File: src/rtl/ppv_div_cell.sv
// ----------------------------------------------------------------------------
// ppv_div_cell: one bit of a restoring divider
// Brings down the next dividend bit and shifts in one quotient bit.
// ----------------------------------------------------------------------------
module ppv_div_cell #(
	parameter int NW  = 47,
	parameter int DW  = 31,
	parameter int SBW = 1
) (
	input  logic           clk,
	input  logic           arst_n,
	input  logic           en,
	input  logic           vld_i,
	input  logic [NW-1:0]  acc_i,
	input  logic [DW-1:0]  rem_i,
	input  logic [DW-1:0]  d_i,
	input  logic [SBW-1:0] sb_i,
	output logic           vld_o,
	output logic [NW-1:0]  acc_o,
	output logic [DW-1:0]  rem_o,
	output logic [DW-1:0]  d_o,
	output logic [SBW-1:0] sb_o
);

	logic [DW:0]    r2, sub;
	logic           ge;
	logic           vld_q;
	logic [NW-1:0]  acc_q;
	logic [DW-1:0]  rem_q, d_q;
	logic [SBW-1:0] sb_q;

	// trial subtract
	always_comb begin
		r2  = {rem_i, acc_i[NW-1]};
		sub = r2 - {1'b0, d_i};
		ge  = r2 >= {1'b0, d_i};
	end

	always_ff @(posedge clk or negedge arst_n) begin
		if (!arst_n) begin
			vld_q <= 1'b0;
		end else if (en) begin
			vld_q <= vld_i;
		end
	end

	always_ff @(posedge clk) begin
		if (en) begin
			rem_q <= ge ? sub[DW-1:0] : r2[DW-1:0];
			acc_q <= {acc_i[NW-2:0], ge};
			d_q   <= d_i;
			sb_q  <= sb_i;
		end
	end

	assign vld_o = vld_q;
	assign acc_o = acc_q;
	assign rem_o = rem_q;
	assign d_o   = d_q;
	assign sb_o  = sb_q;

endmodule

File: config.mk
export PLATFORM = sky130hd
export DESIGN_NAME = ppv_div_cell
export DESIGN_NICKNAME = d
export VERILOG_FILES = /design/src/rtl/ppv_div_cell.sv
export SDC_FILE = /design/constraint.sdc
export NUM_CORES = 1
export LEC_CHECK = 0
export ABC_AREA = 1
export BUFFER_PORTS_ARGS = -buffer_cell sky130_fd_sc_hd__buf_2
export CAP_MARGIN = 20
export CORE_UTILIZATION = 30
export DETAILED_ROUTE_END_ITERATION = 10
export PLACE_DENSITY_LB_ADDON = 0.3
export RECOVER_POWER = 25
export SLEW_MARGIN = 20
export SYNTH_ARGS = -nofsm -noshare
export SYNTH_HDL_FRONTEND = slang
export SYNTH_SLANG_ARGS = --single-unit
File: constraint.sdc
create_clock -name clk -period 0.9 [get_ports clk]
set_input_delay 0.045 -clock clk [delete_from_list [all_inputs] [get_ports clk]]
set_output_delay 0.045 -clock clk [all_outputs]
set_load 0.02 [all_outputs]
Word-level counts from Yosys, hierarchy flattened. Cells that the tools add are included.

Register bits: 111. Input bits: 114. Word-level logic and storage cells: 8.

Add/sub/neg operators: 1. Magnitude comparators: 1. Multiplexer cells: 1.

Operators with widths (count): $ge 32x31->1 (1); $mux 31 (1); $sub 31x31->31 (1).

Longest topological paths before layout. Gate-level depths: netlist of the first run.

Depth in word-level cells: 2. Depth in mapped cells: 17. Gate-level depth less buffers: 15.

Worst setup path before layout of the first run. OpenSTA, ideal clock, no wires.

Path type: input to register. Start: input acc_i[46]. End: register rem_q[10] (netlist: rem_o[10]), data pin. Library setup time: 252 ps. Arrival time: 1662 ps. Data required time: 648 ps. Setup slack: -1015 ps. Stages on the path: 17. Path through: inv_1 -> ha_1 -> fa_1 -> inv_1 -> nand2_1 -> nand2_1 -> nand3_1 -> nand2_1 -> nand2_1 -> nand3_1 -> nand2_2 -> nand2_4 -> inv_2 -> buf_6 -> buf_6 -> nand2_1 -> nand2_1.

Cells in the longest elaborated chain, start to end: 2. Elaborated cells between the ends (all ways): 3.

Ends and longest elaborated chain: start, declared (line 14) `input logic [NW-1:0] acc_i,`; $sub 31x31->31 or $ge 32x31->1 (tied branches) (line 35, 36); $mux 31 (*) (line 49) `rem_q <= ge ? sub[DW-1:0] : r2[DW-1:0];`; end signal, assigned (line 49); end, declared (line 29) `logic [DW-1:0] rem_q, d_q;`.

Every way passes the cells marked *; elsewhere a longest branch is shown, timed or not. A chain may end at the register's enable or synchronous reset.

Worst setup path in the final report of the first run.
Start: input acc_i[46]. End: register rem_q[15] (netlist: rem_o[15]), data pin.

The elaborated chain is that of the path after synthesis.

==> results of run 1 <==
-- per-stage QoR --
step           cell area [um^2]  power [W]  utilization  setup TNS, ns  hold WS [ns]
2_1_floorplan              6290    0.00876            -         -26.08        -0.251
3_3_place_gp               8670     0.0107        0.426         -32.80        -0.180
3_5_place_dp               8670     0.0107        0.426         -33.75        -0.179
4_1_cts                   10600     0.0158        0.522         -22.63      0.000608
5_1_grt                   11000     0.0168        0.539         -27.86       0.00668
6_report                  11000     0.0160        0.539         -21.52       0.00961
-- per-layer routing --
| metal | share of wire | global-route usage |
|---|---|---|
| met1 | 0.45 | 0.231 |
| met2 | 0.50 | 0.324 |
| met3 | 0.051 | 0.0381 |
| met4 | 0.0067 | 0.0328 |
| met5 | 0 | 0 |
-- sequential cells by signal (all words and copies together) (netlist names) --
signal and cells:
d_o 31, acc_o 47, vld_o 1, rem_o 31, sb_o 1
-- cell usage after synthesis --
cell      count
fa_1          1
nand3b_1      2
buf_6         2
dfrtp_1       1
mux2_2        1
a21oi_1      17
xor2_1       14
nand3_1      44
edfxtp_1    110
o21bai_1      3
and2_1        2
nor3_1        3
nor2_2        2
nor3_2        1
buf_2         4
nand2_4       1
nand2_1     292
nand4_1       6
nor2_1       39
o21ai_0       3
ha_1         31
and3_1        1
nand2_2       2
inv_1       152
or2_2         2
or2_0         1
nor2_4        2
inv_2         4
-- kinds of logic after synthesis --
family | share of synthesized area
xor+xnor | 0.0196
flops | 0.532
compound gates | 0.0196
mux | 0.00180
buf+inv | 0.100
simple gates | 0.262
fa+ha+maj | 0.0652
-- power by group --
part	internal [W]	leakage [nW]	total (W)	switching, W
clock	0.00197	0.143	0.00406	0.00209
sequential	0.00631	1.09	0.00652	0.000212
combinational	0.00265	4.25	0.00538	0.00273
-- worst min-delay path by stage --
stage / startpoint / to / slack (ns) / depth (start not counted)
after floorplan: arst_n / vld_o / -0.25 / 0
after global placement: arst_n / vld_o / -0.18 / 1
after detailed placement: arst_n / vld_o / -0.18 / 1
after CTS: rem_i[8] / rem_o[9] / 0.0006 / 3
after global routing: rem_i[6] / rem_o[7] / 0.007 / 3
final: rem_i[8] / rem_o[9] / 0.01 / 3
-- area by class of cell --
type                       instances  area, um^2
fill                            1848        9400
timing repair buffer             452        3590
sequential                       111        3330
multi-input combinational        470        2820
inverter                         156         603
tap                              270         338
clock buffer                      10         229
clock inverter                     6        60.1
-- timing repair --
action,CTS,global route
hold endpoints to repair,91,0
pin swaps,18,7
resized for setup,143,127
cloned,1,0
setup endpoints to repair,143,143
hold buffers,92,0
setup buffers,17,0
-- worst max-delay path, delay by kind of cell --
kind	cells	cell delay [ns]
adder cells (fa/ha/maj)	2	0.48
AND/OR/NAND/NOR	10	0.65
buffers and inverters	5	0.39
==> flow_summary.yaml, run 1 <==
worst_hold_path:
  hold_class: "input port to flip-flop"
layout:
  diodes: 0
  drive_above_1_share: 0.407
  stdcell_count: 1475
  layout_commonest_cell: "nand2_1"
  area_growth_syn_to_layout_pct: 75.3
  final_cell_mix: "nand2_1 (260), buf_2 (147), inv_1 (136)"
  layout.nets: 1346
placement:
  dpl_worst_slack_ns: -1.13
  place_hpwl_mm: 14.5
  gp_congestion: 0.830
  place_inst: 1350
  portBuffers: 224
synth:
  synth.top_cell.area_share: 0.528
  syn_inst: 743
  synth_area_mm2: 0.00626
  syn_area_per_cell_um2: 8.42
  ys_seq_area_frac: 0.532
  ys_types: 28
  ys_warn_count: 0
  yosysTopAreaCell: "edfxtp_1"
  syn-num-nets: 889
  synth.area.top_cells: "edfxtp_1 (53%), nand2_1 (18%), inv_1 (9.1%)"
  ys_seq_elements: 111
worst_setup_path:
  crit_path_max_incr_delay_ns: 0.33
  r2r_end: "vld_o"
  cp_slowest_cell: "fa_2"
  reg2reg_from: "vld_o"
  cp-endpoint: "rem_o[15]"
  reg2reg_depth: 1
  path_common_cell: "nand2_2"
  worstPathMaxFanout: 14
  end_kind: "flip-flop"
  path_cells: "buf_8 > inv_12 > ha_4 > fa_2 > inv_2 > nand2_2 > nand2_2 > nand3_2 > nand2_2 > nand2_2 > nand3_2 > nand2_2 > nand2_4 > inv_6 > buf_12 > nand2_1 > nand2_1"
  startpoint_type: "input port"
  cp_data_required_time_ns: 1.01
  ff2ff_setup_slack_ns: 0.11
  crit_type: "input port to flip-flop"
  cp-startpoint: "acc_i[46]"
  crit_arrival_ns: 1.58
pwr:
  p_per_area_mw_per_mm2: 1460
  leakage_nw: 5.49
  ir_worst_vdd_mv: 0.887
timing:
  finalCriticalPeriod_ns: 1.47
  worstMarginPinSlew_ns: 0.424
  finalCritPeriodShare: 1.63
  setup_viol: 143
  rsz0062_at_grt: "true"
  max_freq_mhz: 681
  skew_ns: 0
  fin_ws_ns: -0.569
  relSlewSlack: 0.717
  final_hold_viol_count: 0
  slew_viol_final: 0
clocking:
  cts_buffer_depth: 2
  root_buffer: "clkbuf_16"
  clk_latency_ns: 0.36
  clk_pin_slew_ns: 0.08
  cts_tree: "built"
  cts_made_buffers: 9
  cts_sinks: 111
  htree_levels: 3
route:
  vias_per_cell: 4.23
  drc_errors: 0
  wirelength_mm: 19.8
  dr.pass1.iters: 4
  drtIter0Drc: 285
  vias: 6237
  wl_per_cell_um: 13.4
  ant_nets: 0
global_route:
  first_global_vias: 6193
  antenna_found_initial: 0
  track_usage: 0.183
  gr-total-overflow: 0
  grt_max_degree: 38
  grt_pass1_wl_mm: 30.7
die:
  die_x_um: 146
  dieArea_mm2: 0.0214
  fp.dieH_um: 146
  io_pins: 225
  start_util: 0.307
  coreArea_mm2: 0.0204
  rows: 52
outcome:
  status: "complete, but fails checks"
  violations: "negative setup slack"
job:
  drv_cap: 0
(Power assumes the default switching activity.)
==> run 2, diff against run 1 <==
clock period = 1.9 ns   (was 0.9 ns; I/O delays follow)
==> flow_summary.yaml, run 2 (synthesis results as in run 1) <==
global_route:
  grt_pass1_wl_mm: 29.1
  grt_max_degree: 78
  first_global_vias: 5942
  track_usage: 0.175
  gr-total-overflow: 0
  antenna_found_initial: 1
die:
  rows: 52
  coreArea_mm2: 0.0204
  fp.dieH_um: 146
  start_util: 0.307
  io_pins: 225
  dieArea_mm2: 0.0214
  die_x_um: 146
clocking:
  cts_made_buffers: 9
  cts_buffer_depth: 2
  cts_sinks: 111
  clk_pin_slew_ns: 0.09
  post-cts-setup-buffers: 0
  clk_latency_ns: 0.36
  root_buffer: "clkbuf_16"
  htree_levels: 3
  cts_tree: "built"
timing:
  fin_ws_ns: 0.259
  finalCriticalPeriod_ns: 1.64
  finalCritPeriodShare: 0.864
  max_freq_mhz: 609
  worstMarginPinSlew_ns: 1.07
  rsz0062_at_grt: "false"
  hold_ws_ns: 0.00925
  relSlewSlack: 0.287
  skew_ns: 0
  setup_viol: 0
  final_hold_viol_count: 0
  slew_viol_final: 0
worst_hold_path:
  hold_class: "input port to flip-flop"
layout:
  largest_reg_flops: 47
  nFillCells: 2055
  layout.nets: 1270
  multi_input_area_mm2: 0.00231
  seq_area_mm2: 0.00333
  final_cell_mix: "nand2_1 (292), buf_2 (212), inv_1 (151)"
  layout_commonest_cell: "nand2_1"
  area_growth_syn_to_layout_pct: 49.3
  diodes: 0
  fin_area_mm2: 0.00934
  drive_above_1_share: 0.280
worst_setup_path:
  startpoint_type: "input port"
  crit_path_max_incr_delay_ns: 0.34
  path_common_cell: "nand2_1"
  cp_slowest_cell: "ha_1"
  path_cells: "clkbuf_1 > inv_1 > ha_1 > nand2_1 > inv_1 > nand2_1 > nand2_1 > a21oi_1 > nor2_1 > nor2_2 > nand2_4 > buf_4 > nand2_1 > nand2_1"
  cp_data_required_time_ns: 2.02
  cp_top_family: "simple AND/OR/NAND/NOR gates"
  crit_arrival_ns: 1.76
  cp_num_buf_inv: 4
  crit_type: "input port to flip-flop"
  worstPathMaxFanout: 12
  end_kind: "flip-flop"
pwr:
  ir_worst_vdd_mv: 0.388
  leakage_nw: 4.88
  p_per_area_mw_per_mm2: 743
route:
  drtIter0Drc: 255
  wl_per_cell_um: 13.0
  vias: 5823
  drc_errors: 0
  dr.pass1.iters: 4
  vias_per_cell: 4.16
  ant_nets: 0
  wirelength_mm: 18.2
placement:
  place_hpwl_mm: 14.2
  gp_congestion: 0.832
  portBuffers: 224
  dpl_worst_slack_ns: -0.126
  post_dp_cell_area_mm2: 0.00826
outcome:
  status: "finished clean"
job:
  drv_cap: 0
==> run 2: cell count changes in the layout (fill, tap and decap cells not counted), moves of 12 or more <==
cell / change
nand2_1: +32
buf_2: +65
inv_1: +15
inv_2: -13
ha_4: -22
buf_6: -76
buf_4: -61
nor2_1: +12
ha_1: +22
nand2_2: -28
==> run 2: per-stage QoR <==
step | total power [W] | TNS (ns) | utilization | cells
2_1_floorplan | 0.00414 | 0 | - | 743
5_1_grt | 0.00732 | 0 | 0.459 | 1399
4_1_cts | 0.00703 | 0 | 0.460 | 1399
3_3_place_gp | 0.00495 | -2.34 | 0.406 | 1302
6_report | 0.00694 | 0 | 0.459 | 1399
3_5_place_dp | 0.00497 | -3.37 | 0.406 | 1302
==> run 2: area by class of cell <==
| type | count | share of cell area |
|---|---|---|
| Multi-Input combinational cell | 470 | 0.247 |
| Inverter | 156 | 0.0627 |
| Clock inverter | 6 | 0.00723 |
| Sequential cell | 111 | 0.356 |
| Clock buffer | 10 | 0.0245 |
| Timing Repair Buffer | 376 | 0.266 |
| Tap cell | 270 | 0.0362 |
==> run 2: per-layer routing <==
layer	up-vias	global-route usage	wire, um
met1	2556	0.217	8190
met2	178	0.307	8630
met5	-	0	13
met4	2	0.0391	126
met3	11	0.0400	1190
li1	3076	-	-
==> run 2: power by group <==
part / internal (W) / total, W / switching [W]
sequential: 0.00299 / 0.00304 / 0.0000580
clock: 0.000930 / 0.00192 / 0.000991
combinational: 0.000819 / 0.00198 / 0.00116
total: 0.00473 / 0.00694 / 0.00221
==> run 2: path summary, 6_finish.rpt <==
check,startpoint,to,slack (ns),depth (start not counted)
max,d_i[19],rem_o[14],0.26,14
min,rem_i[23],rem_o[24],0.009,3
max reg2reg,vld_o,vld_o,1.15,1
min reg2reg,vld_o,vld_o,0.52,1
max in group asynchronous,arst_n,vld_o,1.77,2
min in group asynchronous,arst_n,vld_o,0.04,2
==> run 2: timing repair <==
item / 4_1_cts / 5_1_grt
endpoints found under the hold margin: 81 / 0
resized for setup: 0 / 0
setup endpoints to repair: 0 / 0
hold buffers: 81 / 0
