<file path="src/rtl/ppv_pkg.sv">
// ----------------------------------------------------------------------------
// ppv_pkg: shared types and constants of the pure pursuit velocity unit
// Channel payloads, register indexes and the CORDIC arctangent table.
// ----------------------------------------------------------------------------
package ppv_pkg;

	// one pose to track toward an end point
	typedef struct packed {
		logic signed [31:0] start_x;
		logic signed [31:0] start_y;
		logic [15:0]        start_heading;
		logic signed [31:0] goal_x;
		logic signed [31:0] goal_y;
	} pose_t;

	// one velocity command
	typedef struct packed {
		logic [30:0]        linear_speed;
		logic signed [31:0] turn_rate;
		logic               turning_in_place;
		logic               degenerate;
	} cmd_t;

	// register write
	typedef struct packed {
		logic [2:0]  index;
		logic [31:0] wdata;
	} cfg_wr_t;

	typedef enum logic [2:0] {
		REG_LOOK_AHEAD      = 3'd0,
		REG_MAX_ACCEL       = 3'd1,
		REG_ANGLE_THRESHOLD = 3'd2,
		REG_MIN_SPEED       = 3'd3,
		REG_TURN_RATE_MIN   = 3'd4,
		REG_TURN_RATE_MAX   = 3'd5,
		REG_MAX_SPEED       = 3'd6
	} cfg_reg_t;

	localparam logic [30:0]        MAX31           = '1;
	localparam logic signed [33:0] CORDIC_INV_GAIN = 34'sd652032874;
	localparam int                 NORM_BIT        = 40;

	// arctangent of 2^-idx as a 32-bit binary angle
	function automatic logic [31:0] cordic_atan(input int idx);
		logic [31:0] a;
		case (idx)
			0:  a = 32'h20000000;
			1:  a = 32'h12E4051E;
			2:  a = 32'h09FB385B;
			3:  a = 32'h051111D4;
			4:  a = 32'h028B0D43;
			5:  a = 32'h0145D7E1;
			6:  a = 32'h00A2F61E;
			7:  a = 32'h00517C55;
			8:  a = 32'h0028BE53;
			9:  a = 32'h00145F2F;
			10: a = 32'h000A2F98;
			11: a = 32'h000517CC;
			12: a = 32'h00028BE6;
			13: a = 32'h000145F3;
			14: a = 32'h0000A2FA;
			15: a = 32'h0000517D;
			16: a = 32'h000028BE;
			17: a = 32'h0000145F;
			18: a = 32'h00000A30;
			19: a = 32'h00000518;
			20: a = 32'h0000028C;
			21: a = 32'h00000146;
			22: a = 32'h000000A3;
			23: a = 32'h00000051;
			default: a = 32'h00000000;
		endcase
		return a;
	endfunction

endpackage

</file>
<file path="src/rtl/ppv_cordic_cell.sv">
// ----------------------------------------------------------------------------
// ppv_cordic_cell: one CORDIC micro-rotation
// Vectoring mode drives y to zero, rotating mode drives z to zero.
// ----------------------------------------------------------------------------
module ppv_cordic_cell
	import ppv_pkg::*;
#(
	parameter int W      = 46,
	parameter int IDX    = 0,
	parameter bit VECTOR = 1'b1,
	parameter int SBW    = 1
) (
	input  logic                clk,
	input  logic                arst_n,
	input  logic                en,
	input  logic                vld_i,
	input  logic signed [W-1:0] x_i,
	input  logic signed [W-1:0] y_i,
	input  logic [31:0]         z_i,
	input  logic [SBW-1:0]      sb_i,
	output logic                vld_o,
	output logic signed [W-1:0] x_o,
	output logic signed [W-1:0] y_o,
	output logic [31:0]         z_o,
	output logic [SBW-1:0]      sb_o
);

	localparam logic [31:0] ATAN = cordic_atan(IDX);

	logic signed [W-1:0] xs, ys, x_n, y_n;
	logic [31:0]         z_n;
	logic                pos;
	logic                vld_q;
	logic signed [W-1:0] x_q, y_q;
	logic [31:0]         z_q;
	logic [SBW-1:0]      sb_q;

	// pick the rotation direction and rotate
	always_comb begin
		xs  = x_i >>> IDX;
		ys  = y_i >>> IDX;
		pos = VECTOR ? !(y_i > 0) : !z_i[31];
		if (pos) begin
			x_n = x_i - ys;
			y_n = y_i + xs;
			z_n = z_i - ATAN;
		end else begin
			x_n = x_i + ys;
			y_n = y_i - xs;
			z_n = z_i + ATAN;
		end
	end

	always_ff @(posedge clk or negedge arst_n) begin
		if (!arst_n) begin
			vld_q <= 1'b0;
		end else if (en) begin
			vld_q <= vld_i;
		end
	end

	always_ff @(posedge clk) begin
		if (en) begin
			x_q  <= x_n;
			y_q  <= y_n;
			z_q  <= z_n;
			sb_q <= sb_i;
		end
	end

	assign vld_o = vld_q;
	assign x_o   = x_q;
	assign y_o   = y_q;
	assign z_o   = z_q;
	assign sb_o  = sb_q;

endmodule

</file>
<file path="config.mk">
export PLATFORM = sky130hd
export DESIGN_NAME = ppv_cordic_cell
export DESIGN_NICKNAME = d
export VERILOG_FILES = /design/src/rtl/ppv_pkg.sv /design/src/rtl/ppv_cordic_cell.sv
export SDC_FILE = /design/constraint.sdc
export NUM_CORES = 1
export LEC_CHECK = 0
export BUFFER_PORTS_ARGS = -buffer_cell sky130_fd_sc_hd__buf_2
export CAP_MARGIN = 10
export CELL_PAD_IN_SITES_DETAIL_PLACEMENT = 1
export CELL_PAD_IN_SITES_GLOBAL_PLACEMENT = 1
export CORE_MARGIN = 4
export CORE_UTILIZATION = 46
export CTS_CLUSTER_SIZE = 24
export DETAILED_ROUTE_END_ITERATION = 6
export PLACE_DENSITY_LB_ADDON = 0.1
export SLEW_MARGIN = 15
export SYNTH_ARGS = -nofsm -noshare
export SYNTH_HDL_FRONTEND = slang
export SYNTH_SLANG_ARGS = --single-unit
</file>
<file path="constraint.sdc">
create_clock -name clk -period 1.1 [get_ports clk]
set_input_delay 0.275 -clock clk [delete_from_list [all_inputs] [get_ports clk]]
set_output_delay 0.275 -clock clk [all_outputs]
set_load 0.05 [all_outputs]
</file>
==> results of run 1 <==
## cells by family after synthesis
| logic type | synth area share [%] |
|---|---|
| AOI/OAI and AO/OA | 25.8 |
| and+or+nand+nor | 16.4 |
| buffers and inverters | 6.71 |
| adders and majority gates | 14.0 |
| DFF | 29.6 |
| xor gates and xnor gates | 5.88 |
| muxes | 1.68 |
## metrics by stage
stage	hold WS, ps	setup TNS, ps	cell area [sq um]
2_1_floorplan	-20.6	-109250	13700
3_3_place_gp	57.5	-172830	19500
==> flow_summary.json, run 1 <==
{
  "yosys-top-cells-count": "sky130_fd_sc_hd__a21oi_1 (173), sky130_fd_sc_hd__inv_1 (139), sky130_fd_sc_hd__ha_1 (135)",
  "synth-edff-count": 124,
  "post-synth-top-area-cell": "sky130_fd_sc_hd__edfxtp_1",
  "synthesized_area_per_cell_sq_um": 8.32,
  "netlist_area_sq_um": 12700,
  "finalWeightedCongestion": 1.02,
  "yosys.cell_count.top_type": "sky130_fd_sc_hd__a21oi_1",
  "fp-row-count": 60,
  "i_o_pins": 255,
  "ys_seq_elements": 125,
  "die-width_um": 174,
  "dieHeight_um": 174,
  "syn-instance-count": 1521,
  "async_reset_ff_share_pct": 0.800,
  "flow.stopped_at": "detailed placement (3_5_place_dp)",
  "synthesis.yosys.warnings": 0,
  "synth.net_count": 1789,
  "synth_largest_type_area_fraction_pct": 29.4,
  "post_synth_num_cell_types": 77,
  "outcome": "did not finish",
  "yosys-top-cells-area": "sky130_fd_sc_hd__edfxtp_1 (29%), sky130_fd_sc_hd__ha_1 (13%), sky130_fd_sc_hd__a21oi_1 (6.8%)",
  "numPortBuffers": 254,
  "synth-seq-area-share_pct": 29.6,
  "initial_utilization_pct": 46.8,
  "tool.error": "[ERROR DPL-0033] detailed placement checks failed during check placement.",
  "detailedPlacementHpwl_um": 65800,
  "yosys_most_used_dff": "sky130_fd_sc_hd__edfxtp_1"
}
==> run 2, diff against run 1 <==
--- a/config.mk
+++ b/config.mk
@@ -7,13 +7,10 @@
 export LEC_CHECK = 0
 export BUFFER_PORTS_ARGS = -buffer_cell sky130_fd_sc_hd__buf_2
 export CAP_MARGIN = 10
-export CELL_PAD_IN_SITES_DETAIL_PLACEMENT = 1
-export CELL_PAD_IN_SITES_GLOBAL_PLACEMENT = 1
 export CORE_MARGIN = 4
-export CORE_UTILIZATION = 46
-export CTS_CLUSTER_SIZE = 24
+export CORE_UTILIZATION = 40
 export DETAILED_ROUTE_END_ITERATION = 6
-export PLACE_DENSITY_LB_ADDON = 0.1
+export PLACE_DENSITY_LB_ADDON = 0.15
 export SLEW_MARGIN = 15
 export SYNTH_ARGS = -nofsm -noshare
 export SYNTH_HDL_FRONTEND = slang
==> run 2 against run 1 <==
Net effect:
- the flow now finishes, with violations (negative setup slack)
- area after synthesis is the same
- synthesized cell count is the same
==> flow_summary.json, run 2 <==
{
  "area_growth_pct": 94.9,
  "tritoncts": "yes",
  "route.detailed.vias_per_inst": 5.86,
  "fp.dieArea_sq_um": 34600,
  "drt-total-wl_um": 69600,
  "synth_largest_type_area_fraction_pct": 29.4,
  "dpl-instance-area_sq_um": 19600,
  "gr-total-overflow": 0,
  "fp-row-count": 64,
  "place_inst": 2705,
  "yosys.cell_count.top_type": "sky130_fd_sc_hd__a21oi_1",
  "cts_buffers": 17,
  "synth-seq-area-share_pct": 29.6,
  "post-synth-top-area-cell": "sky130_fd_sc_hd__edfxtp_1",
  "placeableCoreArea_sq_um": 30900,
  "synthesis.yosys.warnings": 0,
  "drv_cap": 0,
  "grt_pass1_wl_um": 94900,
  "die-width_um": 186,
  "setup_viol": 218,
  "finalHoldViolCount": 0,
  "post_synth_num_cell_types": 77,
  "worst_reg2reg_endpoint": "vld_o$_DFFE_PN0P_",
  "grt_use_met3_pct": 9.81,
  "path_max_fanout": 4,
  "worstSetupPathType": "in2reg",
  "postRouteAntennaNets": 0,
  "cts_buffer_depth": 2,
  "min_path_type": "in2reg",
  "worst_setup_hold_path_clk_slew_ps": 70,
  "detailedPlacementHpwl_um": 47400,
  "fin_worst_skew_ps": 0,
  "drive_above_1_share_pct": 55.1,
  "layout.cell_area.non_filler_sq_um": 24700,
  "syn-instance-count": 1521,
  "setup_ws_post_layout_ps": -1680,
  "fin_crit_sh_pct": 253,
  "track_usage_pct": 36.2,
  "globalRoute.busiestLayer": "met2",
  "holdPathEnd": "vld_o$_DFFE_PN0P_",
  "yosys-top-cells-count": "sky130_fd_sc_hd__a21oi_1 (173), sky130_fd_sc_hd__inv_1 (139), sky130_fd_sc_hd__ha_1 (135)",
  "finalWeightedCongestion": 1.04,
  "mostFrequentLayoutCell": "sky130_fd_sc_hd__buf_4",
  "filler_cell_count": 1957,
  "final_net_count": 2731,
  "timing.hold.worst.start": "vld_i",
  "dr.pass1.iters": 5,
  "initial_antenna_violation_count": 0,
  "worst_r2r_path_depth": 2,
  "outcome": "finished, violations left",
  "netlist_area_sq_um": 12700,
  "timing_worst_slew_pin_value_ps": 881,
  "i_o_pins": 255,
  "use_met2_pct": 56.0,
  "worst_skew_pair.late_latency_ps": 460,
  "final_cell_count_no_fill": 2874,
  "synth.net_count": 1789,
  "largest_reg_flops": 46,
  "cts_max_level": 4,
  "drt_first_iter_violations": 1931,
  "numPortBuffers": 254,
  "critPathLaunchType": "input port",
  "synth-edff-count": 124,
  "worstSetupEndpointType": "flop",
  "crit_required_ps": 1300,
  "remaining_drc_errors": 0,
  "globalRouteMet1Util_pct": 48.5,
  "root_buffer": "sky130_fd_sc_hd__clkbuf_16",
  "crit_arrival_ps": 2990,
  "synthesized_area_per_cell_sq_um": 8.32,
  "hold_depth": 2,
  "wl_per_cell_um": 24.2,
  "static-leakage-power_uw": 0.0110,
  "drv_slew": 0,
  "violated_checks": "negative setup slack",
  "unrepaired_setup_endpoints_after_global_routing": "yes",
  "dieHeight_um": 186,
  "vias": 16900,
  "grt_start_max_net_pins": 43,
  "r2r_setup_slack_ps": 170,
  "irDropWorstVdd_mv": 1.20,
  "async_reset_ff_share_pct": 0.800,
  "mostFrequentLayoutCells": "sky130_fd_sc_hd__buf_4 (606), sky130_fd_sc_hd__buf_6 (202), sky130_fd_sc_hd__edfxtp_1 (124)",
  "number_of_global_route_vias_before_repair": 16400,
  "maxSlewHeadroom_pct": 40.7,
  "initial_utilization_pct": 41.0,
  "worstReg2RegStart": "vld_o$_DFFE_PN0P_",
  "power_density_over_the_cells_nw_per_um2": 1160,
  "clkSinkCount": 125,
  "fmax_mhz": 359,
  "post_route_minimum_period_ps": 2780,
  "yosys_most_used_dff": "sky130_fd_sc_hd__edfxtp_1",
  "ys_seq_elements": 125,
  "yosys-top-cells-area": "sky130_fd_sc_hd__edfxtp_1 (29%), sky130_fd_sc_hd__ha_1 (13%), sky130_fd_sc_hd__a21oi_1 (6.8%)"
}
run 2: cell counts after synthesis:
No cell type changed its count.
run 2: area by class of cell:
class | instances | area [sq um] | area share [%]
clock inverter | 15 | 151 | 0.614
antenna | 2 | 5.00 | 0.0203
clock buffer | 17 | 425 | 1.72
inverter | 147 | 631 | 2.56
sequential | 125 | 3750 | 15.2
multi-input combinational | 1178 | 10600 | 43.1
timing repair buffer | 994 | 8580 | 34.8
tap | 396 | 495 | 2.01
run 2: stage by stage:
stage	hold WS [ps]	power [uW]	setup WS (ps)	setup TNS, ps	util [%]
4_1_cts	35.3	27000	-1620	-141980	76.0
6_report	74.3	28600	-1680	-153400	79.8
3_5_place_dp	50.7	18700	-2240	-185450	63.3
2_1_floorplan	-20.6	13500	-1870	-109250	-
3_3_place_gp	49.0	18600	-2290	-184030	63.3
5_1_grt	54.2	29500	-1700	-158410	79.8
run 2: worst max-delay path, stage by stage:
cell,delay [ps]
sky130_fd_sc_hd__buf_8,110
sky130_fd_sc_hd__buf_6,120
sky130_fd_sc_hd__buf_6,110
sky130_fd_sc_hd__inv_4,50
sky130_fd_sc_hd__ha_4,150
sky130_fd_sc_hd__fa_2,230
sky130_fd_sc_hd__nand2b_4,150
sky130_fd_sc_hd__a21oi_4,60
sky130_fd_sc_hd__o211a_1,270
sky130_fd_sc_hd__o21ai_4,270
sky130_fd_sc_hd__o21a_1,210
sky130_fd_sc_hd__a211oi_2,80
sky130_fd_sc_hd__buf_4,160
sky130_fd_sc_hd__buf_4,130
sky130_fd_sc_hd__o31ai_2,260
sky130_fd_sc_hd__a32oi_1,170
sky130_fd_sc_hd__xnor2_1,170
run 2: kinds of logic (layout without fill, tap and decap cells):
kind of cell | after synthesis | after routing | synth area share (%)
muxes | 21 | 21 | 1.68
other | 0 | 2 | 0
DFF | 125 | 125 | 29.6
buffers and inverters | 218 | 1173 | 6.71
and+or+nand+nor | 419 | 419 | 16.4
AOI/OAI and AO/OA | 514 | 514 | 25.8
xor gates and xnor gates | 85 | 85 | 5.88
adders and majority gates | 139 | 139 | 14.0
run 2: worst max-delay path by stage:
stage,from,to,slack (ps)
detailed placement,x_i[20],x_o[43]$_DFFE_PP_,-2240
global route,y_i[2],x_o[41]$_DFFE_PP_,-1700
floorplan,x_i[15],y_o[35]$_DFFE_PP_,-1870
finish,y_i[0],y_o[42]$_DFFE_PP_,-1680
CTS,x_i[12],y_o[41]$_DFFE_PP_,-1620
global placement,x_i[20],x_o[43]$_DFFE_PP_,-2290
run 2: power breakdown:
group	leakage (uW)	switching [uW]	internal, uW
registers	0.00123	468	6210
clock network	0.000281	2690	3180
logic	0.00951	9050	7020
total	0.0110	12200	16400
run 2: repair_timing:
action,4_1_cts,5_1_grt
cloned,6,0
hold buffers,31,0
hold endpoints to repair,31,0
endpoints found under the setup margin,218,218
gates resized for setup,586,195
pin swaps,116,136
setup buffers,69,51
run 2: metal layers:
layer / part of all wire (%) / up-vias
met2: 44 / 1179
met3: 11 / 256
li1: - / 7438
met4: 4.4 / 0
met1: 40 / 7983
met5: 0 / -
(Power assumes the default switching activity.)
==> run 3, diff against run 2 <==
--- a/config.mk
+++ b/config.mk
@@ -10,6 +10,7 @@
 export CORE_MARGIN = 4
 export CORE_UTILIZATION = 40
 export DETAILED_ROUTE_END_ITERATION = 6
+export GPL_TIMING_DRIVEN = 0
 export PLACE_DENSITY_LB_ADDON = 0.15
 export SLEW_MARGIN = 15
 export SYNTH_ARGS = -nofsm -noshare
==> constraint.sdc (replaced) <==
create_clock -name clk -period 2.3 [get_ports clk]
set_input_delay 0.575 -clock clk [delete_from_list [all_inputs] [get_ports clk]]
set_output_delay 0.575 -clock clk [all_outputs]
set_load 0.05 [all_outputs]
==> run 3 against run 2 <==
Net effect:
- the run still ends with negative setup slack left
- clock skew did not move
- combinational power is 62% lower
- sequential power decreased by 54%
- sequential share of layout area increased by 3.7 points
- clock-buffer cell count did not move
- highest routed layer unchanged
- first-iteration DRC count shrank 19%
- via count fell by 15%
- setup slack improved by 870 ps
- global-route usage shrank 3.2 points
- largest cell class unchanged
- die area unchanged
- final cell count down 18%
==> flow_summary.json, run 3 (synthesis results as in run 2) <==
{
  "layout.cell_area.non_filler_sq_um": 19900,
  "track_usage_pct": 32.9,
  "unrepaired_setup_endpoints_after_global_routing": "yes",
  "fp.dieArea_sq_um": 34600,
  "finalHoldViolCount": 0,
  "crit_required_ps": 2500,
  "wl_per_cell_um": 25.1,
  "tritoncts": "yes",
  "drt_first_iter_violations": 1564,
  "area_growth_pct": 57.1,
  "numPortBuffers": 254,
  "violated_checks": "negative setup slack",
  "netSwitchingPower_uw": 5230,
  "min_path_type": "in2reg",
  "irDropWorstVdd_mv": 0.496,
  "detailedPlacementHpwl_um": 44600,
  "dpl-instance-area_sq_um": 15300,
  "crit_arrival_ps": 3310,
  "dr.pass1.iters": 5,
  "largest_reg_flops": 46,
  "static-leakage-power_uw": 0.00830,
  "sequential_share_of_power_pct": 25.2,
  "fmax_mhz": 321,
  "comb_power_share_pct": 50.8,
  "fin_worst_skew_ps": 0,
  "drt-total-wl_um": 59300,
  "critPathLaunchType": "input port",
  "vias": 14400,
  "final_net_count": 2220,
  "cts_max_level": 4,
  "hold_depth": 1,
  "setup_ws_post_layout_ps": -814,
  "outcome": "finished, violations left",
  "crit_cells": 14,
  "remaining_drc_errors": 0,
  "worst_path_largest_cell_delay_ps": 430,
  "drive_above_1_share_pct": 44.6,
  "setup_viol": 85,
  "dieHeight_um": 186,
  "post_route_minimum_period_ps": 3110,
  "worstSetupEndpointType": "flop",
  "number_of_global_route_vias_before_repair": 14000,
  "worst_skew_pair.late_latency_ps": 450,
  "drv_slew": 0,
  "critPathSlowestCell": "sky130_fd_sc_hd__o211ai_1",
  "initial_antenna_violation_count": 1,
  "crit_chain": "buf_12, ha_4, fa_2, nor2b_4, o21ai_4, a211oi_4, o211ai_1, nand3_2, buf_6, a211oi_4, buf_12, o21a_1, o221a_2, nand4_1",
  "cpLargestDelayFamily": "compound AO/OA/AOI/OAI gates",
  "clkSinkCount": 125,
  "worst_r2r_path_depth": 1,
  "root_buffer": "sky130_fd_sc_hd__clkbuf_16",
  "postRouteAntennaNets": 0,
  "i_o_pins": 255,
  "grt_start_max_net_pins": 75,
  "worst_setup_hold_path_clk_slew_ps": 70,
  "fin_crit_sh_pct": 135,
  "route.detailed.vias_per_inst": 6.08,
  "timing_worst_slew_pin_value_ps": 933,
  "fin_worst_hold_slack_ps": 292,
  "cts_buffers": 17,
  "grt_pass1_wl_um": 85400,
  "internal-power_uw": 6840,
  "initial_utilization_pct": 41.0,
  "power_density_over_the_cells_nw_per_um2": 607,
  "sw_frac_of_total_pct": 43.4,
  "filler_cell_count": 2565,
  "die-width_um": 186,
  "drv_cap": 0,
  "maxSlewHeadroom_pct": 37.2,
  "worstSetupPathType": "in2reg",
  "r2r_setup_slack_ps": 1550,
  "worst-path-buf-inv": 3,
  "placeableCoreArea_sq_um": 30900,
  "fp-row-count": 64,
  "diodes": 0,
  "power_frac_clock_pct": 24.1,
  "mostFrequentLayoutCells": "sky130_fd_sc_hd__buf_2 (229), sky130_fd_sc_hd__buf_4 (124), sky130_fd_sc_hd__edfxtp_1 (124)",
  "finalWeightedCongestion": 1.02,
  "gr-total-overflow": 0,
  "mostFrequentLayoutCell": "sky130_fd_sc_hd__buf_2",
  "cts_buffer_depth": 2,
  "path_max_fanout": 4
}
## run 3: worst paths after layout
| kind | end | startpoint |
|---|---|---|
| worst max-delay path | y_o[38]$_DFFE_PP_ | y_i[0] |
| min in group asynchronous | vld_o$_DFFE_PN0P_ | arst_n |
| worst min-delay path | z_o[1]$_DFFE_PP_ | z_i[1] |
| worst min register to register | vld_o$_DFFE_PN0P_ | vld_o$_DFFE_PN0P_ |
| max in group asynchronous | vld_o$_DFFE_PN0P_ | arst_n |
| worst max register to register | vld_o$_DFFE_PN0P_ | vld_o$_DFFE_PN0P_ |
## run 3: what timing repair did
item	CTS	global route
endpoints found under the setup margin	92	91
resized for setup	438	173
pin swaps	123	108
hold endpoints to repair	1	0
hold buffers	1	0
gates cloned	1	1
buffers inserted	118	55
## run 3: area by class of cell
class | count | area, sq um | share of cell area [%]
Buffer | 64 | 805 | 4.04
Timing Repair Buffer | 419 | 3020 | 15.2
Clock buffer | 17 | 425 | 2.14
Clock inverter | 14 | 186 | 0.937
Tap cell | 396 | 495 | 2.49
Multi-Input combinational cell | 1178 | 10600 | 53.1
Inverter | 147 | 642 | 3.23
Sequential cell | 125 | 3750 | 18.8
## run 3: through the flow
stage          util, %  TNS [ps]  setup WS [ps]  std cells  total power [uW]
6_report          64.4    -37340           -814       2360             12100
5_1_grt           64.4    -41780           -843       2360             12500
4_1_cts           60.8    -31460           -736       2313             11600
3_5_place_dp      49.6   -128000          -1840       2172              7840
3_3_place_gp      49.5   -220370          -1840       2171              7840
2_1_floorplan        -    -30550           -967       1521              6420
## run 3: routing by layer
| layer | track usage (%) | vias up | wire (um) |
|---|---|---|---|
| met2 | 49.9 | 853 | 25900 |
| met4 | 13.4 | 0 | 2360 |
| li1 | - | 6411 | - |
| met3 | 8.19 | 145 | 5900 |
| met1 | 45.0 | 6942 | 25100 |
| met5 | 0 | - | 0 |
## run 3: power by group through the flow
| stage | combinational (uW) | sequential, uW | clock, uW |
|---|---|---|---|
| detailed placement | 4760 | 3090 | 0 |
| CTS | 5630 | 3050 | 2950 |
| floorplan | 2140 | 4280 | 0 |
| global placement | 4760 | 3090 | 0 |
| finish | 6130 | 3040 | 2900 |
| global route | 6400 | 3070 | 3050 |
