==> config.mk <==
export PLATFORM = sky130hd
export DESIGN_NAME = ppv_norm_cell
export DESIGN_NICKNAME = d
export VERILOG_FILES = /design/src/rtl/ppv_pkg.sv /design/src/rtl/ppv_norm_cell.sv
export SDC_FILE = /design/constraint.sdc
export NUM_CORES = 1
export LEC_CHECK = 0
export ABC_AREA = 1
export BUFFER_PORTS_ARGS = -buffer_cell sky130_fd_sc_hd__buf_2
export CORE_AREA = 10 10 162 164
export CTS_CLUSTER_SIZE = 8
export DETAILED_ROUTE_END_ITERATION = 10
export DIE_AREA = 0 0 172 174
export SLEW_MARGIN = 0
export SYNTH_ARGS = -nofsm -noshare
export SYNTH_HDL_FRONTEND = slang
export SYNTH_SLANG_ARGS = --single-unit
export TNS_END_PERCENT = 10
==> constraint.sdc <==
create_clock -name clk -period 1.2 [get_ports clk]
set_input_delay 0.24 -clock clk [delete_from_list [all_inputs] [get_ports clk]]
set_output_delay 0.24 -clock clk [all_outputs]
set_load 0.05 [all_outputs]
==> src/rtl/ppv_pkg.sv <==
// ----------------------------------------------------------------------------
// ppv_pkg: shared types and constants of the pure pursuit velocity unit
// Channel payloads, register indexes and the CORDIC arctangent table.
// ----------------------------------------------------------------------------
package ppv_pkg;

	// one pose to track toward an end point
	typedef struct packed {
		logic signed [31:0] start_x;
		logic signed [31:0] start_y;
		logic [15:0]        start_heading;
		logic signed [31:0] goal_x;
		logic signed [31:0] goal_y;
	} pose_t;

	// one velocity command
	typedef struct packed {
		logic [30:0]        linear_speed;
		logic signed [31:0] turn_rate;
		logic               turning_in_place;
		logic               degenerate;
	} cmd_t;

	// register write
	typedef struct packed {
		logic [2:0]  index;
		logic [31:0] wdata;
	} cfg_wr_t;

	typedef enum logic [2:0] {
		REG_LOOK_AHEAD      = 3'd0,
		REG_MAX_ACCEL       = 3'd1,
		REG_ANGLE_THRESHOLD = 3'd2,
		REG_MIN_SPEED       = 3'd3,
		REG_TURN_RATE_MIN   = 3'd4,
		REG_TURN_RATE_MAX   = 3'd5,
		REG_MAX_SPEED       = 3'd6
	} cfg_reg_t;

	localparam logic [30:0]        MAX31           = '1;
	localparam logic signed [33:0] CORDIC_INV_GAIN = 34'sd652032874;
	localparam int                 NORM_BIT        = 40;

	// arctangent of 2^-idx as a 32-bit binary angle
	function automatic logic [31:0] cordic_atan(input int idx);
		logic [31:0] a;
		case (idx)
			0:  a = 32'h20000000;
			1:  a = 32'h12E4051E;
			2:  a = 32'h09FB385B;
			3:  a = 32'h051111D4;
			4:  a = 32'h028B0D43;
			5:  a = 32'h0145D7E1;
			6:  a = 32'h00A2F61E;
			7:  a = 32'h00517C55;
			8:  a = 32'h0028BE53;
			9:  a = 32'h00145F2F;
			10: a = 32'h000A2F98;
			11: a = 32'h000517CC;
			12: a = 32'h00028BE6;
			13: a = 32'h000145F3;
			14: a = 32'h0000A2FA;
			15: a = 32'h0000517D;
			16: a = 32'h000028BE;
			17: a = 32'h0000145F;
			18: a = 32'h00000A30;
			19: a = 32'h00000518;
			20: a = 32'h0000028C;
			21: a = 32'h00000146;
			22: a = 32'h000000A3;
			23: a = 32'h00000051;
			default: a = 32'h00000000;
		endcase
		return a;
	endfunction

endpackage

==> src/rtl/ppv_norm_cell.sv <==
// ----------------------------------------------------------------------------
// ppv_norm_cell: one step of the vector normalizer
// Shifts (x, y) left by K when the larger magnitude is below 2^(40-K).
// ----------------------------------------------------------------------------
module ppv_norm_cell
	import ppv_pkg::*;
#(
	parameter int W   = 46,
	parameter int K   = 1,
	parameter int SBW = 1
) (
	input  logic                clk,
	input  logic                arst_n,
	input  logic                en,
	input  logic                vld_i,
	input  logic signed [W-1:0] x_i,
	input  logic signed [W-1:0] y_i,
	input  logic [SBW-1:0]      sb_i,
	output logic                vld_o,
	output logic signed [W-1:0] x_o,
	output logic signed [W-1:0] y_o,
	output logic [SBW-1:0]      sb_o
);

	logic [W-1:0] ax, ay, m;
	logic         shift;
	logic         vld_q;
	logic signed [W-1:0] x_q, y_q;
	logic [SBW-1:0] sb_q;

	// larger magnitude decides the shift
	always_comb begin
		ax    = x_i[W-1] ? W'(-x_i) : W'(x_i);
		ay    = y_i[W-1] ? W'(-y_i) : W'(y_i);
		m     = (ax > ay) ? ax : ay;
		shift = m < (W'(1) << (NORM_BIT - K));
	end

	always_ff @(posedge clk or negedge arst_n) begin
		if (!arst_n) begin
			vld_q <= 1'b0;
		end else if (en) begin
			vld_q <= vld_i;
		end
	end

	always_ff @(posedge clk) begin
		if (en) begin
			x_q  <= shift ? (x_i <<< K) : x_i;
			y_q  <= shift ? (y_i <<< K) : y_i;
			sb_q <= sb_i;
		end
	end

	assign vld_o = vld_q;
	assign x_o   = x_q;
	assign y_o   = y_q;
	assign sb_o  = sb_q;

endmodule

* Yosys cells after proc, flatten, opt, wreduce, memory -nomap -nowiden
Index checks and enable logic that the tools add are counted.
** Cells by class
- Add/subtract/negate cells :: 2
- $lt $le $gt $ge :: 2
- Mux-type cells :: 5
** Operators by type and width (number)
- $mux 46 :: 5
- $neg 46->46 :: 2
- $gt 46x46->1 :: 1
- $lt 46x40->1 const B :: 1
** Word-level totals
- Bits in registers :: 94
- Input bits :: 97
- Output and inout port bits :: 94
- Logic and storage cells :: 15

* Longest topological paths before layout
Gate-level depths: netlist of run 1.
- Depth after elaboration :: 6
- Depth in mapped cells :: 28
- Gate-level depth less buffers :: 27

* Least setup slack after synthesis of run 1
OpenSTA, ideal clock, no wires.
- Path kind :: input to register
- Start point :: in x_i[0]
- End point :: reg y_q[45], in the netlist y_o[45], data pin
- Library setup time :: 253 ps
- Arrival time :: 3091 ps
- Data required time :: 947 ps
- Setup slack :: -2144 ps
- Cell stages on the path :: 25
- Path buffers :: 1
- Cell sequence :: inv_1 -> ha_1 -> nand3_1 -> nor2_4 -> nand3_1 -> o21ai_0 -> o21ai_0 -> xor2_1 -> ha_1 -> nand2_1 -> nor2_1 -> nand2_1 -> nor2_1 -> nand2_1 -> nor2_1 -> nand2_1 -> nand2_1 -> nor2_1 -> nor2_1 -> nand3_1 -> nand2_2 -> nand2_4 -> buf_6 -> nand2_1 -> nand2_1
** Between the ends
- Cells in the longest elaborated chain, start to end :: 6
** RTL lines
- start, declared :: line ppv_norm_cell.sv:16 : input logic signed [W-1:0] x_i,
- $neg 46->46 :: line ppv_norm_cell.sv:33 : ax = x_i[W-1] ? W'(-x_i) : W'(x_i);
- $mux 46 * :: line ppv_norm_cell.sv:33
- $gt 46x46->1 :: line ppv_norm_cell.sv:35 : m = (ax > ay) ? ax : ay;
- $mux 46 * :: line ppv_norm_cell.sv:35
- $lt 46x40->1 * :: line ppv_norm_cell.sv:36 : shift = m < (W'(1) << (NORM_BIT - K));
- $mux 46 * :: line ppv_norm_cell.sv:50 : y_q <= shift ? (y_i <<< K) : y_i;
- end signal, assigned :: line ppv_norm_cell.sv:50
- end, declared :: line ppv_norm_cell.sv:28 : logic signed [W-1:0] x_q, y_q;
Mark *: on every way between the ends. The rest lies on a longest branch, timed or not.
A chain may end at the register's enable or synchronous reset.

* Final worst setup path of run 1
- Start point :: in y_i[8]
- End point :: reg y_q[23], in the netlist y_o[23], data pin
** Between the ends
- Cells in the longest elaborated chain, start to end :: 6
** RTL lines
- start, declared :: line ppv_norm_cell.sv:17 : input logic signed [W-1:0] y_i,
- $neg 46->46 :: line ppv_norm_cell.sv:34 : ay = y_i[W-1] ? W'(-y_i) : W'(y_i);
- $mux 46 * :: line ppv_norm_cell.sv:34
- $gt 46x46->1 :: line ppv_norm_cell.sv:35
- $mux 46 * :: line ppv_norm_cell.sv:35
- $lt 46x40->1 * :: line ppv_norm_cell.sv:36
- $mux 46 * :: line ppv_norm_cell.sv:50
Marks and branches as above.

==> results of run 1 <==
synthesized netlist by cell type (all sizes together) (7+ instances only):
master	n
inv	85
xnor2	24
clkbuf	7
xor2	50
edfxtp	93
a21oi	27
buf	30
nand3	131
o21ai	33
ha	48
nor2	160
nand4	16
nand2	395
stage by stage:
step,power (W),area (um^2),worst slack [ns],util,cells
after global placement,0.00898,11300,-2.45,0.489,1821
after global routing,0.0133,13100,-2.26,0.566,1867
after floorplan,0.00715,8140,-1.81,-,1121
after CTS,0.0121,12200,-1.96,0.526,1853
final,0.0127,13100,-2.08,0.567,1869
after detailed placement,0.00904,11300,-2.49,0.489,1821
where the power goes:
group,internal [W],switching (W),total (W)
Combinational,0.00220,0.00358,0.00578
Clock,0.00140,0.00135,0.00275
Sequential,0.00402,0.000111,0.00413
final timing paths:
kind / end / depth (start not counted) / slack [ns]
max in group asynchronous: vld_o / 2 / 0.93
worst min register to register: vld_o / 1 / 0.52
worst max register to register: vld_o / 1 / 0.46
worst max-delay path: y_o[23] / 26 / -2.08
min in group asynchronous: vld_o / 2 / 0.18
worst min-delay path: sb_o / 1 / 0.06
cell type report:
type                            count  area share
Antenna cell                        2    0.000382
Clock buffer                       10      0.0175
Clock inverter                      6     0.00287
Inverter                           85      0.0265
Multi-Input combinational cell    906       0.423
Sequential cell                    94       0.215
Tap cell                          290      0.0277
Timing Repair Buffer              476       0.287
routing by layer:
| layer | vias to the layer above | GRT usage |
|---|---|---|
| met5 | - | 0 |
| met4 | 0 | 0.0510 |
| met3 | 47 | 0.0419 |
| met2 | 270 | 0.310 |
| met1 | 4185 | 0.250 |
| li1 | 4574 | - |
state kept, by name, summed over array words and instances, names as in the netlist:
| name | count |
|---|---|
| y_o | 46 |
| x_o | 46 |
| sb_o | 1 |
| vld_o | 1 |
worst max-delay path, delay by kind of cell:
kind,cells,cell delay (ns)
AO/OA/AOI/OAI,2,0.31
XOR/XNOR,1,0.23
adder cells (fa/ha/maj),1,0.29
buffers and inverters,6,0.81
AND/OR/NAND/NOR,16,1.51
repair_timing:
action	CTS	global route
resized for setup	132	234
setup buffers	13	9
hold buffers	1	0
endpoints found under the setup margin	128	157
endpoints found under the hold margin	1	0
pin swaps	22	53
gates cloned	2	5
cells by family (layout without fill, tap and decap cells):
logic type / Yosys count / in the layout / synth area share
simple gates: 712 / 713 / 0.369
buf+inv: 122 / 577 / 0.0692
flops: 94 / 94 / 0.354
xor+xnor: 74 / 74 / 0.0815
compound gates: 70 / 70 / 0.0489
fa+ha+maj: 48 / 48 / 0.0755
mux: 1 / 1 / 0.00142
other cells: 0 / 2 / 0
==> impl_metrics.ini, run 1 <==
[worst_setup_path]
critPathLaunch = y_i[8]
critPathKind = in2reg
cp-start-kind = primary input
reg2reg_from = vld_o
cp_max_fo = 17
cp.required_ns = 1.32
max_stage_delay_ns = 0.29
crit_slowest_cell = ha_4
crit_top_cell = nand2_2
endpoint_kind = flip-flop
arrival_ns = 3.40

[timing]
holdWs_ns = 0.0621
hold_violations = 0
finalClockSkew_ns = 0
final.setup.tns_ns = -187.87
worst_pin_slew_ns = 0.316
relSlewSlack = 0.788
max_freq_mhz = 305
drv_slew = 0
period_needed_ns = 3.28
setup_slack_ns = -2.08
final-setup-viol-count = 92
grt_setup_unrepaired = true
finalCritPeriodShare = 2.73

[detailed_routing]
wl_met2_mm = 14.2
vias_per_cell = 4.86
drc = 0
drt_wl_total_mm = 30.4
avgRoutedWirePerCell_um = 16.3
highest_layer = met4
vias = 9076
drt.antenna.violating_nets = 0
drt_pre_antenna_iters = 5
wl_met1_mm = 13.6
drtIter0Drc = 529
route.met3.wl_mm = 2.09

[pwr]
ir_worst_vdd_mv = 0.630
power_density_nw_per_um2 = 966
leakagePower_nw = 6.23

[cells_and_area]
multi_input_area_um2 = 5540
layout_commonest_cell = nand2_1
area_growth_pct = 64.7
nNetsFinal = 1717
layout-drive-gt1-share = 0.445
regArea_um2 = 2820
final_cell_mix = nand2_1, buf_4, nand3_1, buf_2, nor2_1
fillers = 2159

[global_routing]
grt_pass1_vias = 8981
grt_use_total = 0.191
grt_start_max_net_pins = 44
grt_overflow_total = 0
antenna_found_initial = 2
grt_pass1_wl_mm = 46.0

[die]
design.core.area_um2 = 23100
dieArea_um2 = 29900
num_io_pins = 191
initial_core_util = 0.344
row_count = 56
die_y_um = 174
die_w_um = 172

[synth]
yosys_warnings = 0
yosys-top-cells-area = edfxtp_1, nand2_1, nand3_1
async_flop_share = 0.0106
synth_fp_nets = 1266
synthDominantCellAreaShare = 0.351
synthFlopType = edfxtp_1
synth_seq_cells = 94
synth_top_area_cell = edfxtp_1
syn_avg_cell_area_um2 = 7.10
syn-instance-count = 1121
synth_area_um2 = 7960
yosysSeqAreaShare = 0.354
synth-edff-count = 93
yosysUniqueCellTypes = 39

[clock_tree]
cts.sinks = 94
clk_latency_ns = 0.35
path_clk_slew_ns = 0.07
cts_tree = yes
cts_max_level = 3
cts_root_buf = clkbuf_16
cts_made_buffers = 9
clock_path_buffers = 2

[placement]
hpwl_mm = 23.2
routabilityCongestion = 0.968
portBuffers = 190

[hold_path]
hp-class = in2reg
min_from = sb_i

[outcome]
violations = negative setup slack
status = complete, but fails checks

[flow_run]
max_cap_violations = 0
(Power assumes the default switching activity.)
==> run 2: changes to the inputs <==
--- a/config.mk
+++ b/config.mk
@@ -5,12 +5,12 @@
 export SDC_FILE = /design/constraint.sdc
 export NUM_CORES = 1
 export LEC_CHECK = 0
-export ABC_AREA = 1
 export BUFFER_PORTS_ARGS = -buffer_cell sky130_fd_sc_hd__buf_2
-export CORE_AREA = 10 10 162 164
+export CORE_AREA = 10 10 158 160
 export CTS_CLUSTER_SIZE = 8
 export DETAILED_ROUTE_END_ITERATION = 10
-export DIE_AREA = 0 0 172 174
+export DIE_AREA = 0 0 168 170
+export SKIP_CTS_REPAIR_TIMING = 1
 export SLEW_MARGIN = 0
 export SYNTH_ARGS = -nofsm -noshare
 export SYNTH_HDL_FRONTEND = slang
==> impl_metrics.ini, run 2 <==
[synth]
synth_seq_cells = 94
synth_fp_nets = 787
synth_top_area_cell = edfxtp_1
yosys_warnings = 0
yosysSeqAreaShare = 0.375
yosysUniqueCellTypes = 53
synth_most_common_cell = edfxtp_1
synthFlopType = edfxtp_1
synth-edff-count = 93
async_flop_share = 0.0106
synthDominantCellAreaShare = 0.371
yosys-top-cells-count = edfxtp_1, mux2_4, ha_1, xnor2_1, nand2_1
syn-instance-count = 642
syn_avg_cell_area_um2 = 11.7
synth_area_um2 = 7520
yosys-top-cells-area = edfxtp_1, mux2_4, ha_1

[die]
initial_core_util = 0.347
design.core.area_um2 = 21700
row_count = 54
die_w_um = 168
die_y_um = 170
dieArea_um2 = 28600
num_io_pins = 191

[pwr]
ir_worst_vdd_mv = 0.568
seq_power_share = 0.366
power_density_nw_per_um2 = 1000
comb_power_share = 0.352
p_switching_w = 0.00366
finalPower_w = 0.0110
switching_share = 0.333
internal_power_w = 0.00734
p_clk_frac = 0.283
leakagePower_nw = 4.69

[clock_tree]
cts_max_level = 3
cts.sinks = 94
path_clk_slew_ns = 0.06
cts_made_buffers = 9
clk_latency_ns = 0.35
cts_root_buf = clkbuf_16
cts_tree = yes
clock_path_buffers = 2

[detailed_routing]
vias = 6527
avgRoutedWirePerCell_um = 18.5
drt_wl_total_mm = 24.1
drc = 0
drtIter0Drc = 269
drt_pre_antenna_iters = 6
drt.antenna.violating_nets = 0
vias_per_cell = 5.02

[timing]
setup_slack_ns = -3.32
final-setup-viol-count = 104
finalCritPeriodShare = 3.77
relSlewSlack = 0.728
worst_pin_slew_ns = 0.404
drv_slew = 0
grt_setup_unrepaired = true
max_freq_mhz = 221
period_needed_ns = 4.52
finalClockSkew_ns = 0
hold_violations = 0

[placement]
portBuffers = 190
hpwl_mm = 19.4
routabilityCongestion = 0.827
dpl_cell_area_um2 = 10200
pre_cts_slack_ns = -3.62

[global_routing]
grt_start_max_net_pins = 49
grt_pass1_vias = 6543
antenna_found_initial = 3
grt_use_total = 0.157
grt_pass1_wl_mm = 35.9
grt_overflow_total = 0

[cells_and_area]
final_util = 0.506
nNetsFinal = 1161
fillers = 1982
layout_commonest_cell = buf_4
layout-drive-gt1-share = 0.508
final_cell_mix = buf_4, buf_2, edfxtp_1
area_growth_pct = 46.0
fin_area_um2 = 11000

[worst_setup_path]
endpoint_kind = flip-flop
cp-start-kind = primary input
critPathKind = in2reg
cp_max_fo = 7
arrival_ns = 4.63
cp.required_ns = 1.31
critPathLaunch = x_i[13]
reg2reg_from = vld_o

[outcome]
violations = negative setup slack
status = complete, but fails checks

[hold_path]
min_from = sb_i
hp-class = in2reg

[flow_run]
max_cap_violations = 0
## run 2: cell count changes in the layout (fill, tap and decap cells not counted), moves of 16 or more
cell / delta
o31ai_1: +26
nor2_2: -37
nor2_1: -80
nor2_4: -28
nand3_1: -100
o41ai_1: +16
nor4_1: +16
buf_2: +19
xnor2_1: +25
mux2_4: +77
nand2_2: -60
inv_1: -58
buf_4: -79
nand2_1: -279
## run 2: cells by family after synthesis
| family | synth area share |
|---|---|
| and+or+nand+nor | 0.123 |
| muxes | 0.178 |
| xor gates and xnor gates | 0.0979 |
| buffers and inverters | 0.0431 |
| DFF | 0.375 |
| adders and majority gates | 0.0799 |
| AOI/OAI and AO/OA | 0.104 |
## run 2: worst paths after layout
check                               to  slack, ns  cells past startpoint
worst max-delay path            x_o[8]      -3.32                     18
worst min-delay path              sb_o       0.08                      1
worst max register to register   vld_o       0.40                      1
worst min register to register   vld_o       0.58                      1
max in group asynchronous        vld_o       0.92                      2
min in group asynchronous        vld_o       0.19                      2
## run 2: routing by layer
metal / up-vias / wire [um] / GRT usage
met3: 25 / 1670 / 0.0491
met1: 3105 / 10700 / 0.197
met4: 4 / 301 / 0.0382
met5: - / 34 / 0
li1: 3228 / - / -
met2: 165 / 11400 / 0.258
## run 2: area by class of cell
type,count,area [um^2],area share
clock inverters,5,75.1,0.00684
well taps,280,350,0.0319
multi-input cells,505,4490,0.409
repair buffers,395,2970,0.270
flip-flops and latches,94,2820,0.257
clock buffers,10,229,0.0209
diodes,1,2.50,0.000228
inverters,11,41.3,0.00376
## run 2: power by group through the flow
stage	Clock, W	Combinational, W	Sequential [W]
final	0.00311	0.00387	0.00402
after global routing	0.00328	0.00417	0.00405
after CTS	0.00318	0.00369	0.00400
after detailed placement	0	0.00368	0.00406
after global placement	0	0.00362	0.00407
after floorplan	0	0.00128	0.00503
## run 2: per-stage QoR
step,cells,setup TNS [ns],hold WS (ns)
after floorplan,642,-304.92,-0.0556
after global placement,1277,-325.48,0.0144
after detailed placement,1277,-329.71,0.0236
after CTS,1292,-294.77,-0.362
after global routing,1300,-316.65,0.0573
final,1301,-301.88,0.0762
## run 2: critical path: stages
cell and delay [ns]:
buf_6 0.09, or4_4 0.54, nand2b_4 0.16, or3_4 0.34
or4_4 0.45, o41ai_4 0.33, xnor2_1 0.12, ha_1 0.34
a21oi_2 0.14, nand2_1 0.07, a221oi_2 0.25, a21oi_1 0.09
o41a_1 0.35, a2bb2oi_4 0.16, buf_4 0.15, mux2_4 0.34
buf_16 0.16, mux2_4 0.29
==> run 3: changes to the inputs <==
--- a/config.mk
+++ b/config.mk
@@ -7,10 +7,12 @@
 export LEC_CHECK = 0
 export BUFFER_PORTS_ARGS = -buffer_cell sky130_fd_sc_hd__buf_2
 export CORE_AREA = 10 10 158 160
+export CTS_BUF_LIST = sky130_fd_sc_hd__clkbuf_2 sky130_fd_sc_hd__clkbuf_4 sky130_fd_sc_hd__clkbuf_8
 export CTS_CLUSTER_SIZE = 8
 export DETAILED_ROUTE_END_ITERATION = 10
 export DIE_AREA = 0 0 168 170
 export SKIP_CTS_REPAIR_TIMING = 1
+export SKIP_LAST_GASP = 1
 export SLEW_MARGIN = 0
 export SYNTH_ARGS = -nofsm -noshare
 export SYNTH_HDL_FRONTEND = slang
==> impl_metrics.ini, run 3 (synthesis gave the netlist of run 2 again) <==
[die]
die_y_um = 170
initial_core_util = 0.347
num_io_pins = 191
die_w_um = 168
dieArea_um2 = 28600
design.core.area_um2 = 21700
row_count = 54

[worst_setup_path]
arrival_ns = 4.61
cp-start-kind = primary input
critPathKind = in2reg
endpoint_kind = flip-flop
cp.required_ns = 1.34
cp_max_fo = 25

[pwr]
p_switching_w = 0.00355
switching_share = 0.352
ir_worst_vdd_mv = 0.433
finalPower_w = 0.0101
power_density_nw_per_um2 = 956
leakagePower_nw = 4.53
internal_power_w = 0.00655
p_clk_frac = 0.238
comb_power_share = 0.367
seq_power_share = 0.395

[cells_and_area]
layout-drive-gt1-share = 0.508
final_cell_mix = buf_4, buf_2, edfxtp_1
layout_commonest_cell = buf_4
fillers = 2021
area_growth_pct = 40.6
nNetsFinal = 1158

[timing]
max_freq_mhz = 224
hold_violations = 0
finalClockSkew_ns = 0
finalCritPeriodShare = 3.73
relSlewSlack = 0.684
setup_slack_ns = -3.27
final.setup.tns_ns = -298.93
drv_slew = 0
grt_setup_unrepaired = true
period_needed_ns = 4.47
worst_pin_slew_ns = 0.470
final-setup-viol-count = 178

[placement]
portBuffers = 190
pre_cts_slack_ns = -3.62
routabilityCongestion = 0.827
hpwl_mm = 19.4

[clock_tree]
path_clk_slew_ns = 0.09
cts_made_buffers = 9
cts_tree = yes
clock_path_buffers = 2
cts.sinks = 94
cts_max_level = 3
clk_latency_ns = 0.38
cts_root_buf = clkbuf_8

[detailed_routing]
vias_per_cell = 5.00
avgRoutedWirePerCell_um = 18.3
vias = 6493
drt.antenna.violating_nets = 0
drc = 0
drtIter0Drc = 315
drt_wl_total_mm = 23.8
drt_pre_antenna_iters = 5

[outcome]
violations = negative setup slack
status = complete, but fails checks

[hold_path]
hp-class = in2reg

[global_routing]
grt_start_max_net_pins = 49
grt_pass1_vias = 6551
grt_pass1_wl_mm = 36.0
antenna_found_initial = 3
grt_overflow_total = 0
grt_use_total = 0.157

[flow_run]
max_cap_violations = 0
-- run 3: path summary, 6_finish.rpt --
| path | startpoint | endpoint | slack [ns] | cells after the start |
|---|---|---|---|---|
| min reg2reg | vld_o | vld_o | 0.55 | 1 |
| min in group asynchronous | arst_n | vld_o | 0.16 | 2 |
| max reg2reg | vld_o | vld_o | 0.42 | 1 |
| max | x_i[13] | x_o[8] | -3.27 | 17 |
| min | sb_i | sb_o | 0.05 | 1 |
| max in group asynchronous | arst_n | vld_o | 0.95 | 2 |
-- run 3: per-layer routing --
| layer | global-route usage | vias to the layer above | wire length [um] |
|---|---|---|---|
| li1 | - | 3224 | - |
| met1 | 0.198 | 3084 | 10600 |
| met2 | 0.259 | 162 | 11300 |
| met3 | 0.0438 | 21 | 1530 |
| met4 | 0.0413 | 2 | 302 |
| met5 | 0 | - | 20 |
-- run 3: layout make-up --
class                      instances  area (um^2)  area share
timing repair buffer             392         2650       0.251
antenna                            2         5.00    0.000473
tap                              280          350      0.0331
multi-input combinational        505         4500       0.425
sequential                        94         2820       0.267
clock inverter                     5         75.1     0.00710
inverter                          11         41.3     0.00391
clock buffer                      10          131      0.0124
-- run 3: power groups by stage --
stage,Clock (W),Sequential [W],Combinational [W]
floorplan,0,0.00503,0.00128
global placement,0,0.00407,0.00362
detailed placement,0,0.00406,0.00368
CTS,0.00245,0.00400,0.00369
global route,0.00256,0.00402,0.00402
finish,0.00240,0.00399,0.00371
-- run 3: through the flow --
| stage | cells | area, um^2 | utilization | hold WS [ns] |
|---|---|---|---|---|
| 3_5_place_dp | 1277 | 10200 | 0.470 | 0.0236 |
| 2_1_floorplan | 642 | 7550 | - | -0.0556 |
| 4_1_cts | 1292 | 10400 | 0.480 | -0.395 |
| 6_report | 1299 | 10600 | 0.487 | 0.0463 |
| 5_1_grt | 1297 | 10600 | 0.487 | 0.0231 |
| 3_3_place_gp | 1277 | 10200 | 0.470 | 0.0144 |
-- run 3: worst max-delay path, cell delays in order --
cell,delay [ns]
buf_6,0.09
or4_4,0.54
nand2b_4,0.16
or3_4,0.34
or4_4,0.45
o41ai_4,0.33
xnor2_1,0.12
ha_1,0.34
a21oi_2,0.14
nand2_1,0.07
a221oi_2,0.25
a21oi_1,0.09
o41a_1,0.35
a2bb2oi_4,0.17
mux2_8,0.33
buf_12,0.21
mux2_2,0.36
